--- src/hw/rtl/ipd_pkg.sv ---
// Shared types and constants for the IR pulse-distance decoder.
// Used by every module of the block; depends on nothing else.
package ipd_pkg;

	// Default widths of the code register and the interval tick counter.
	localparam int CODE_BITS_DEF = 8;
	localparam int TICK_BITS_DEF = 24;

	// Fixed widths of the register fields and of the delivered code byte.
	localparam int IDX_W     = 6;
	localparam int THR_W     = 24;
	localparam int CODE_OUT_W = 8;
	localparam int CFG_IDX_W = 3;
	localparam int CFG_DATA_W = 24;

	// Register indexes of the configuration port.
	typedef enum logic [CFG_IDX_W-1:0] {
		REG_FRAME_INTERVALS  = 3'd0,
		REG_DATA_FIRST_INDEX = 3'd1,
		REG_DATA_END_INDEX   = 3'd2,
		REG_ONE_THRESHOLD    = 3'd3,
		REG_TIMEOUT_TICKS    = 3'd4
	} reg_idx_t;

	typedef struct packed {
		logic [IDX_W-1:0] frame_intervals;
		logic [IDX_W-1:0] data_first_index;
		logic [IDX_W-1:0] data_end_index;
		logic [THR_W-1:0] one_threshold;
		logic [THR_W-1:0] timeout_ticks;
	} cfg_t;

	typedef struct packed {
		logic ir_fall;
		logic release_req;
	} in_item_t;

	typedef struct packed {
		logic                  code_ready;
		logic [CODE_OUT_W-1:0] code;
		logic                  receiving;
	} out_item_t;

endpackage

--- src/hw/rtl/ipd_cfg_regs.sv ---
// Configuration register file of the IR pulse-distance decoder.
// Depends on ipd_pkg for the register indexes and the cfg_t struct.
module ipd_cfg_regs (
	input  logic                       clk,
	input  logic                       arst_n,
	input  logic                       wr_en,
	input  logic [ipd_pkg::CFG_IDX_W-1:0]  wr_index,
	input  logic [ipd_pkg::CFG_DATA_W-1:0] wr_data,
	output ipd_pkg::cfg_t              cfg
);
	import ipd_pkg::*;

	cfg_t cfg_q;

	always_ff @(posedge clk or negedge arst_n) begin
		if (!arst_n) begin
			cfg_q.frame_intervals  <= IDX_W'(33);
			cfg_q.data_first_index <= IDX_W'(17);
			cfg_q.data_end_index   <= IDX_W'(25);
			cfg_q.one_threshold    <= THR_W'(2000);
			cfg_q.timeout_ticks    <= THR_W'(1000000);
		end else if (wr_en) begin
			case (reg_idx_t'(wr_index))
				REG_FRAME_INTERVALS:  cfg_q.frame_intervals  <= wr_data[IDX_W-1:0];
				REG_DATA_FIRST_INDEX: cfg_q.data_first_index <= wr_data[IDX_W-1:0];
				REG_DATA_END_INDEX:   cfg_q.data_end_index   <= wr_data[IDX_W-1:0];
				REG_ONE_THRESHOLD:    cfg_q.one_threshold    <= wr_data[THR_W-1:0];
				REG_TIMEOUT_TICKS:    cfg_q.timeout_ticks    <= wr_data[THR_W-1:0];
				default: ;
			endcase
		end
	end

	assign cfg = cfg_q;

endmodule

--- src/hw/rtl/ipd_frame_fsm.sv ---
// Frame state machine: interval counter, edge classification and code assembly.
// Depends on ipd_pkg; one tick is applied per cycle when advance is high.
module ipd_frame_fsm #(
	parameter int CODE_BITS = ipd_pkg::CODE_BITS_DEF,
	parameter int TICK_BITS = ipd_pkg::TICK_BITS_DEF
) (
	input  logic                 clk,
	input  logic                 arst_n,
	input  logic                 advance,
	input  ipd_pkg::in_item_t    item,
	input  ipd_pkg::cfg_t        cfg,
	output ipd_pkg::out_item_t   result
);
	import ipd_pkg::*;

	// Compare width wide enough for both the tick counter and 24-bit registers.
	localparam int CMP_W = (TICK_BITS > THR_W) ? TICK_BITS : THR_W;

	typedef enum logic [1:0] {
		PH_IDLE   = 2'd0,
		PH_TIMING = 2'd1,
		PH_DONE   = 2'd2
	} phase_t;

	phase_t                 phase_q, phase_d;
	logic [TICK_BITS-1:0]   ticks_q, ticks_d, ticks_inc;
	logic [IDX_W-1:0]       edges_q, edges_d, edges_inc, bit_pos;
	logic [CODE_BITS-1:0]   code_q, code_d;
	logic                   in_window, is_one;

	assign ticks_inc = (ticks_q == '1) ? ticks_q : ticks_q + TICK_BITS'(1);
	assign edges_inc = edges_q + IDX_W'(1);
	assign bit_pos   = edges_q - cfg.data_first_index;
	assign in_window = (edges_q >= cfg.data_first_index) &&
	                   (edges_q < cfg.data_end_index) &&
	                   ({1'b0, bit_pos} < (IDX_W+1)'(CODE_BITS));
	assign is_one    = CMP_W'(ticks_inc) >= CMP_W'(cfg.one_threshold);

	always_comb begin
		phase_d = phase_q;
		ticks_d = ticks_q;
		edges_d = edges_q;
		code_d  = code_q;
		case (phase_q)
			PH_DONE: begin
				// Edges are ignored while a code is held.
				if (item.release_req) begin
					phase_d = PH_IDLE;
					ticks_d = '0;
					edges_d = '0;
					code_d  = '0;
				end
			end
			PH_TIMING: begin
				if (item.ir_fall) begin
					ticks_d = '0;
					edges_d = edges_inc;
					if (in_window && is_one) begin
						code_d = code_q | (CODE_BITS'(1) << bit_pos);
					end
					if (edges_inc == cfg.frame_intervals) begin
						phase_d = PH_DONE;
					end
				end else if (CMP_W'(ticks_inc) >= CMP_W'(cfg.timeout_ticks)) begin
					phase_d = PH_IDLE;
					ticks_d = '0;
					edges_d = '0;
					code_d  = '0;
				end else begin
					ticks_d = ticks_inc;
				end
			end
			default: begin
				phase_d = PH_IDLE;
				if (item.ir_fall) begin
					phase_d = PH_TIMING;
					ticks_d = '0;
					edges_d = '0;
					code_d  = '0;
				end
			end
		endcase
	end

	always_ff @(posedge clk or negedge arst_n) begin
		if (!arst_n) begin
			phase_q <= PH_IDLE;
			ticks_q <= '0;
			edges_q <= '0;
			code_q  <= '0;
		end else if (advance) begin
			phase_q <= phase_d;
			ticks_q <= ticks_d;
			edges_q <= edges_d;
			code_q  <= code_d;
		end
	end

	// The result shows the state after this tick.
	always_comb begin
		result.code_ready = (phase_d == PH_DONE);
		result.code       = (phase_d == PH_DONE) ? CODE_OUT_W'(code_d) : '0;
		result.receiving  = (phase_d == PH_TIMING);
	end

endmodule

--- src/hw/rtl/ir_pulse_distance_decoder_core.sv ---
// IR pulse-distance decoder: one input transfer per timer tick, one result per tick.
// Each accepted tick is decoded combinationally and lands in an output register;
// a new tick is taken every cycle while the result is consumed, so the block runs
// at one tick per clock. Result valid rises in the cycle after the input transfer.
// Configuration writes are taken in any cycle and apply from the next tick on.
// Depends on ipd_pkg, ipd_cfg_regs and ipd_frame_fsm.
module ir_pulse_distance_decoder_core #(
	parameter int CODE_BITS = ipd_pkg::CODE_BITS_DEF,
	parameter int TICK_BITS = ipd_pkg::TICK_BITS_DEF
) (
	input  logic                           clk,
	input  logic                           arst_n,
	input  logic                           in_valid,
	output logic                           in_ready,
	input  ipd_pkg::in_item_t              in_data,
	output logic                           out_valid,
	input  logic                           out_ready,
	output ipd_pkg::out_item_t             out_data,
	input  logic                           cfg_valid,
	output logic                           cfg_ready,
	input  logic [ipd_pkg::CFG_IDX_W-1:0]  cfg_index,
	input  logic [ipd_pkg::CFG_DATA_W-1:0] cfg_data
);
	import ipd_pkg::*;

	cfg_t      cfg;
	out_item_t result;
	out_item_t out_data_q;
	logic      out_valid_q;
	logic      in_fire;

	assign cfg_ready = 1'b1;
	assign in_ready  = !out_valid_q || out_ready;
	assign in_fire   = in_valid && in_ready;

	ipd_cfg_regs u_cfg (
		.clk      (clk),
		.arst_n   (arst_n),
		.wr_en    (cfg_valid),
		.wr_index (cfg_index),
		.wr_data  (cfg_data),
		.cfg      (cfg)
	);

	ipd_frame_fsm #(
		.CODE_BITS (CODE_BITS),
		.TICK_BITS (TICK_BITS)
	) u_fsm (
		.clk     (clk),
		.arst_n  (arst_n),
		.advance (in_fire),
		.item    (in_data),
		.cfg     (cfg),
		.result  (result)
	);

	// Output register; it refills in the same cycle its transfer completes.
	always_ff @(posedge clk or negedge arst_n) begin
		if (!arst_n) begin
			out_valid_q <= 1'b0;
		end else if (in_fire) begin
			out_valid_q <= 1'b1;
		end else if (out_ready) begin
			out_valid_q <= 1'b0;
		end
	end

	always_ff @(posedge clk) begin
		if (in_fire) begin
			out_data_q <= result;
		end
	end

	assign out_valid = out_valid_q;
	assign out_data  = out_data_q;

endmodule
--- config.mk ---
export PLATFORM = sky130hd
export DESIGN_NAME = ir_pulse_distance_decoder_core
export DESIGN_NICKNAME = d
export VERILOG_FILES = /design/src/hw/rtl/ipd_pkg.sv /design/src/hw/rtl/ipd_cfg_regs.sv /design/src/hw/rtl/ipd_frame_fsm.sv /design/src/hw/rtl/ir_pulse_distance_decoder_core.sv
export SDC_FILE = /design/constraint.sdc
export NUM_CORES = 1
export LEC_CHECK = 0
export BUFFER_PORTS_ARGS = -buffer_cell sky130_fd_sc_hd__buf_2
export CAP_MARGIN = 5
export CELL_PAD_IN_SITES_DETAIL_PLACEMENT = 0
export CELL_PAD_IN_SITES_GLOBAL_PLACEMENT = 1
export CORE_ASPECT_RATIO = 0.5
export CORE_UTILIZATION = 25
export CTS_CLUSTER_DIAMETER = 60
export DETAILED_ROUTE_END_ITERATION = 16
export MAX_ROUTING_LAYER = met4
export PLACE_DENSITY = 0.46
export SLEW_MARGIN = 5
export SYNTH_ARGS = -nofsm -noshare
export SYNTH_HDL_FRONTEND = slang
export SYNTH_SLANG_ARGS = --single-unit
--- constraint.sdc ---
create_clock -name clk -period 11.4 [get_ports clk]
set_clock_uncertainty 0.05 [all_clocks]
set_input_delay 2.28 -clock clk [delete_from_list [all_inputs] [get_ports clk]]
set_output_delay 2.28 -clock clk [all_outputs]
set_load 0.02 [all_outputs]
==> results <==
- The flow ran to the end, and the final reports show no timing, DRC or antenna violations.
- For this run, design rule violations remaining after detail routing come to 0.
- The maximum root-to-sink buffer count is 2.
- Yosys mapped the design onto 69 distinct sky130hd cell types.
- Across the run, the number of max-cap violations was 0.
- The yosys synthesis warning count is 0.
- The most used routing layer is met2.
- Row generation in the floorplan step produced 43 rows.
- The via count normalized by instance count is 4.66.
- During placement, the flow inserted port buffers numbering 45.
- Entering global routing, the biggest net connects 65 pins.
- The signal arrival time at the worst endpoint is 5.29 ns.
- The number of H-tree levels is 4.
- In this run, post-CTS repair resized a total of 0 instances.
- Synthesis inferred 117 register bits.
- The post-synthesis share of cell area spent on full adders, half adders and majority gates is 0.111.
- The commonest register cell after synthesis is dfrtp_1.
- After synthesis, the largest family of logic cells by area is simple AND/OR/NAND/NOR gates.
- The clock tree from TritonCTS is yes.
- Routability-driven placement finished with a final weighted congestion of 0.818.
- The count of flip-flops with a built-in enable after synthesis is 10.
- The fraction of registers with async set or reset after synthesis is 0.915.
- Setup violations remaining at the end of the flow were counted as 0.
- In the finished design, the share of the clock period the worst path needs comes to 0.456.
- The worst pin sits at a relative slew slack of 0.268.
- The number of buffers created by CTS is 17.
- The area of the die is 29,800 µm².
- The worst hold-check path type is reg2reg.
- With fillers left out, the area of the finished cells amounts to 8500 µm².
- Across the VDD grid, the largest voltage drop is 0.000103 V.
- Of all nets on the critical path, the largest fanout is 9.
- The post-route minimum period is 5.20 ns.
- The detail route stage leaves a number of antenna-violating nets equal to 0.
- The number of I/O pins is 47.
- Setup repair after global routing left no endpoint under its margin.
- The share of synthesized cell area in and, or, nand and nor gates is 0.164.
- The horizontal die dimension is 243 µm.
- The leakage power is 3.73 nW.
- The tightest hold path in the finished design has a slack of 0.454 ns.
- Adding up every negative setup slack in the final design gives 0 ns.
- By startpoint and endpoint, the worst setup path is classified as reg2reg.
- The global-route wire length before repair is 31,600 µm.
- Of the cells placed in the final design, the portion with a size suffix greater than 1 is 0.199.
- The area share of the largest cell type after synthesis is 0.299.
- In the global route stage, met2 resource usage came out at 0.209.
- At the pin with the least slew margin, the transition time is 1.10 ns.
- The total global routing track utilization is 0.145.
- The via count of the first global-routing pass is 5,566.
- The portion of netlist area occupied by mux cells is 0.0597.
- Power spread over the standard cell area amounts to 160 nW/µm².
- For this design, the sink count on the clock tree is 117.
- The max-slew violation count came to 0.
- STA classifies the critical path endpoint as a register.
- The floorplan step defined a core boundary enclosing 28,100 µm².
- The violation count after the first detailed-route iteration is 392.
- The root buffer cell is clkbuf_16.
- The wire length per cell after detailed routing is 16.2 µm.
- The synthesized design spends more area on one cell type than any other, namely dfrtp_1.
- The sequential area share after synthesis is 0.413.
- Summed over all nets, the half-perimeter wirelength after detailed placement is 14,400 µm.
- The compound-gate portion of the synthesized area is 0.163.
- The number of instances in the synthesized netlist is 764.
- The worst setup path is launched from a register.
- The net count of the mapped netlist is 862.
- Summing every instance area after synthesis gives 7270 µm².
- For met1 alone, demand over resource in global routing was 0.196.
- The number of antenna violations at the first check in global routing is 0.
- The vertical die dimension is 123 µm.
- The count of inserted antenna diode cells is 0.
- The remaining global-route overflow is 0.
- Yosys attributes the largest share of cell area to dfrtp_1 (30%), ha_1 (11%), dfstp_2 (7.2%).
- The initial standard-cell utilization of the core is 0.258.
- The post-CTS setup buffer count is 0.
- The area of placed instances is 7910 µm².
- The data required time of the worst path is 11.49 ns.
- Of the total synthesized cell area, the portion taken by XOR and XNOR cells is 0.0349.
- The number of nets in the final layout is 904.
- After detailed routing, the total wire length is 19,400 µm.
- The number of failing hold endpoints at the final stage is 0.
- Relative to the synthesized area, the layout overhead comes to 17.0%.
- The global-route met3 utilization is 0.0367.
- After clock tree synthesis, the flow added hold-fix buffers numbering 0.
- The post-synthesis average cell area is 9.52 µm².
- Clock-pin slew was measured on the worst setup and hold paths at 0.06 ns.
- The via count is 5,592.
- The upper clock frequency limit is 192 MHz.
- The clock reaches the later pin of the worst-skew pair after 0.44 ns.
- The count of TritonRoute iterations in the first routing pass is 5.
[kinds of logic after synthesis]
logic type / Yosys count
DFF: 117
and+or+nand+nor: 227
muxes: 39
AOI/OAI and AO/OA: 186
adders and majority gates: 64
other: 1
xor gates and xnor gates: 29
buffers and inverters: 101
[metrics by stage]
stage,instances,utilization,power (mW),setup WS [ns]
4_1_cts,1201,0.302,1.39,6.30
5_1_grt,1201,0.302,1.45,5.80
2_1_floorplan,764,-,0.731,6.55
6_report,1201,0.302,1.36,6.20
3_5_place_dp,1169,0.281,0.824,6.29
3_3_place_gp,1169,0.281,0.825,6.38
[Yosys cell counts, drive strengths merged, types with 3 or more instances]
master   number
nand2        88
dfrtp        87
inv          74
o21ai        74
ha           63
a21oi        43
mux2         35
nand3        32
nor2         21
clkbuf       20
dfstp        20
xnor2        19
nor3         18
a22o         17
nand4        14
a211oi       13
edfxtp       10
nor4         10
xor2         10
a21o          8
buf           7
nor2b         6
nor3b         6
or3           6
and3          5
and4          5
nand2b        5
mux2i         4
o22ai         4
o2bb2ai       4
and2          3
o21a          3
or4b          3
[worst paths after layout]
path | startpoint | endpoint | slack [ns] | cells past startpoint
setup / recovery | u_fsm.ticks_q[19] | out_data[1] | 6.20 | 14
hold reg to reg | u_cfg.cfg[36] | u_cfg.cfg[36] | 0.45 | 1
setup reg to reg | u_fsm.ticks_q[19] | out_data[1] | 6.20 | 14
hold / removal | u_cfg.cfg[36] | u_cfg.cfg[36] | 0.45 | 1
min in group asynchronous | arst_n | u_cfg.cfg[35] | 1.92 | 1
max in group asynchronous | arst_n | u_fsm.ticks_q[21] | 8.17 | 2
[layout by cell type, fill, tap and decap left out, types with 9 or more instances in the layout]
master,synthesis,routed
a211oi_1,10,10
inv_1,74,74
a21oi_1,43,43
clkbuf_16,0,17
nor2_1,21,21
nand2_1,87,87
xor2_1,10,10
a22o_1,9,9
nor3_1,16,15
dfrtp_1,87,87
xnor2_1,19,19
buf_2,6,44
o21ai_0,72,72
edfxtp_1,10,10
mux2_2,35,35
nand3_1,32,32
ha_1,63,63
dfstp_2,20,20
nand4_1,13,13
[worst max-delay path, cell delays in order, from the launching register on]
cell and delay [ns]:
dfrtp_1 0.43, and4_1 0.27, nand3_1 0.22, nor2_1 0.08, nor4_1 0.76, nand4_1 0.28, xnor2_1 0.25, ha_1 0.32
nand4_1 0.16, nor4_1 0.76, nand2_1 0.11, a21oi_1 0.32, nor4_1 0.11, a211oi_2 0.67, a211oi_1 0.12
[registers in the layout, indices dropped and copies added (netlist names)]
name and count:
out_data 10, u_fsm.phase_q 2, u_cfg.cfg 66, u_fsm.edges_q 6, out_valid 1, u_fsm.code_q 8
u_fsm.ticks_q 24
[metal layers]
| metal | vias to the layer above | wire [µm] |
|---|---|---|
| li1 | 2821 | - |
| met1 | 2689 | 10300 |
| met2 | 67 | 8260 |
| met3 | 15 | 610 |
| met4 | 0 | 273 |
| met5 | - | 0 |
[power breakdown]
part	internal [mW]	total, mW	switching (mW)
Clock	0.346	0.551	0.205
Combinational	0.113	0.294	0.181
Sequential	0.488	0.518	0.0296
[final cells by class]
type,instances,area [µm²]
multi-input cells,546,3880
inverters,74,278
clock inverters,14,159
fillers,2969,19600
repair buffers,50,265
well taps,382,478
flip-flops and latches,117,3000
clock buffers,18,439
Power figures use the tool's default switching activity.
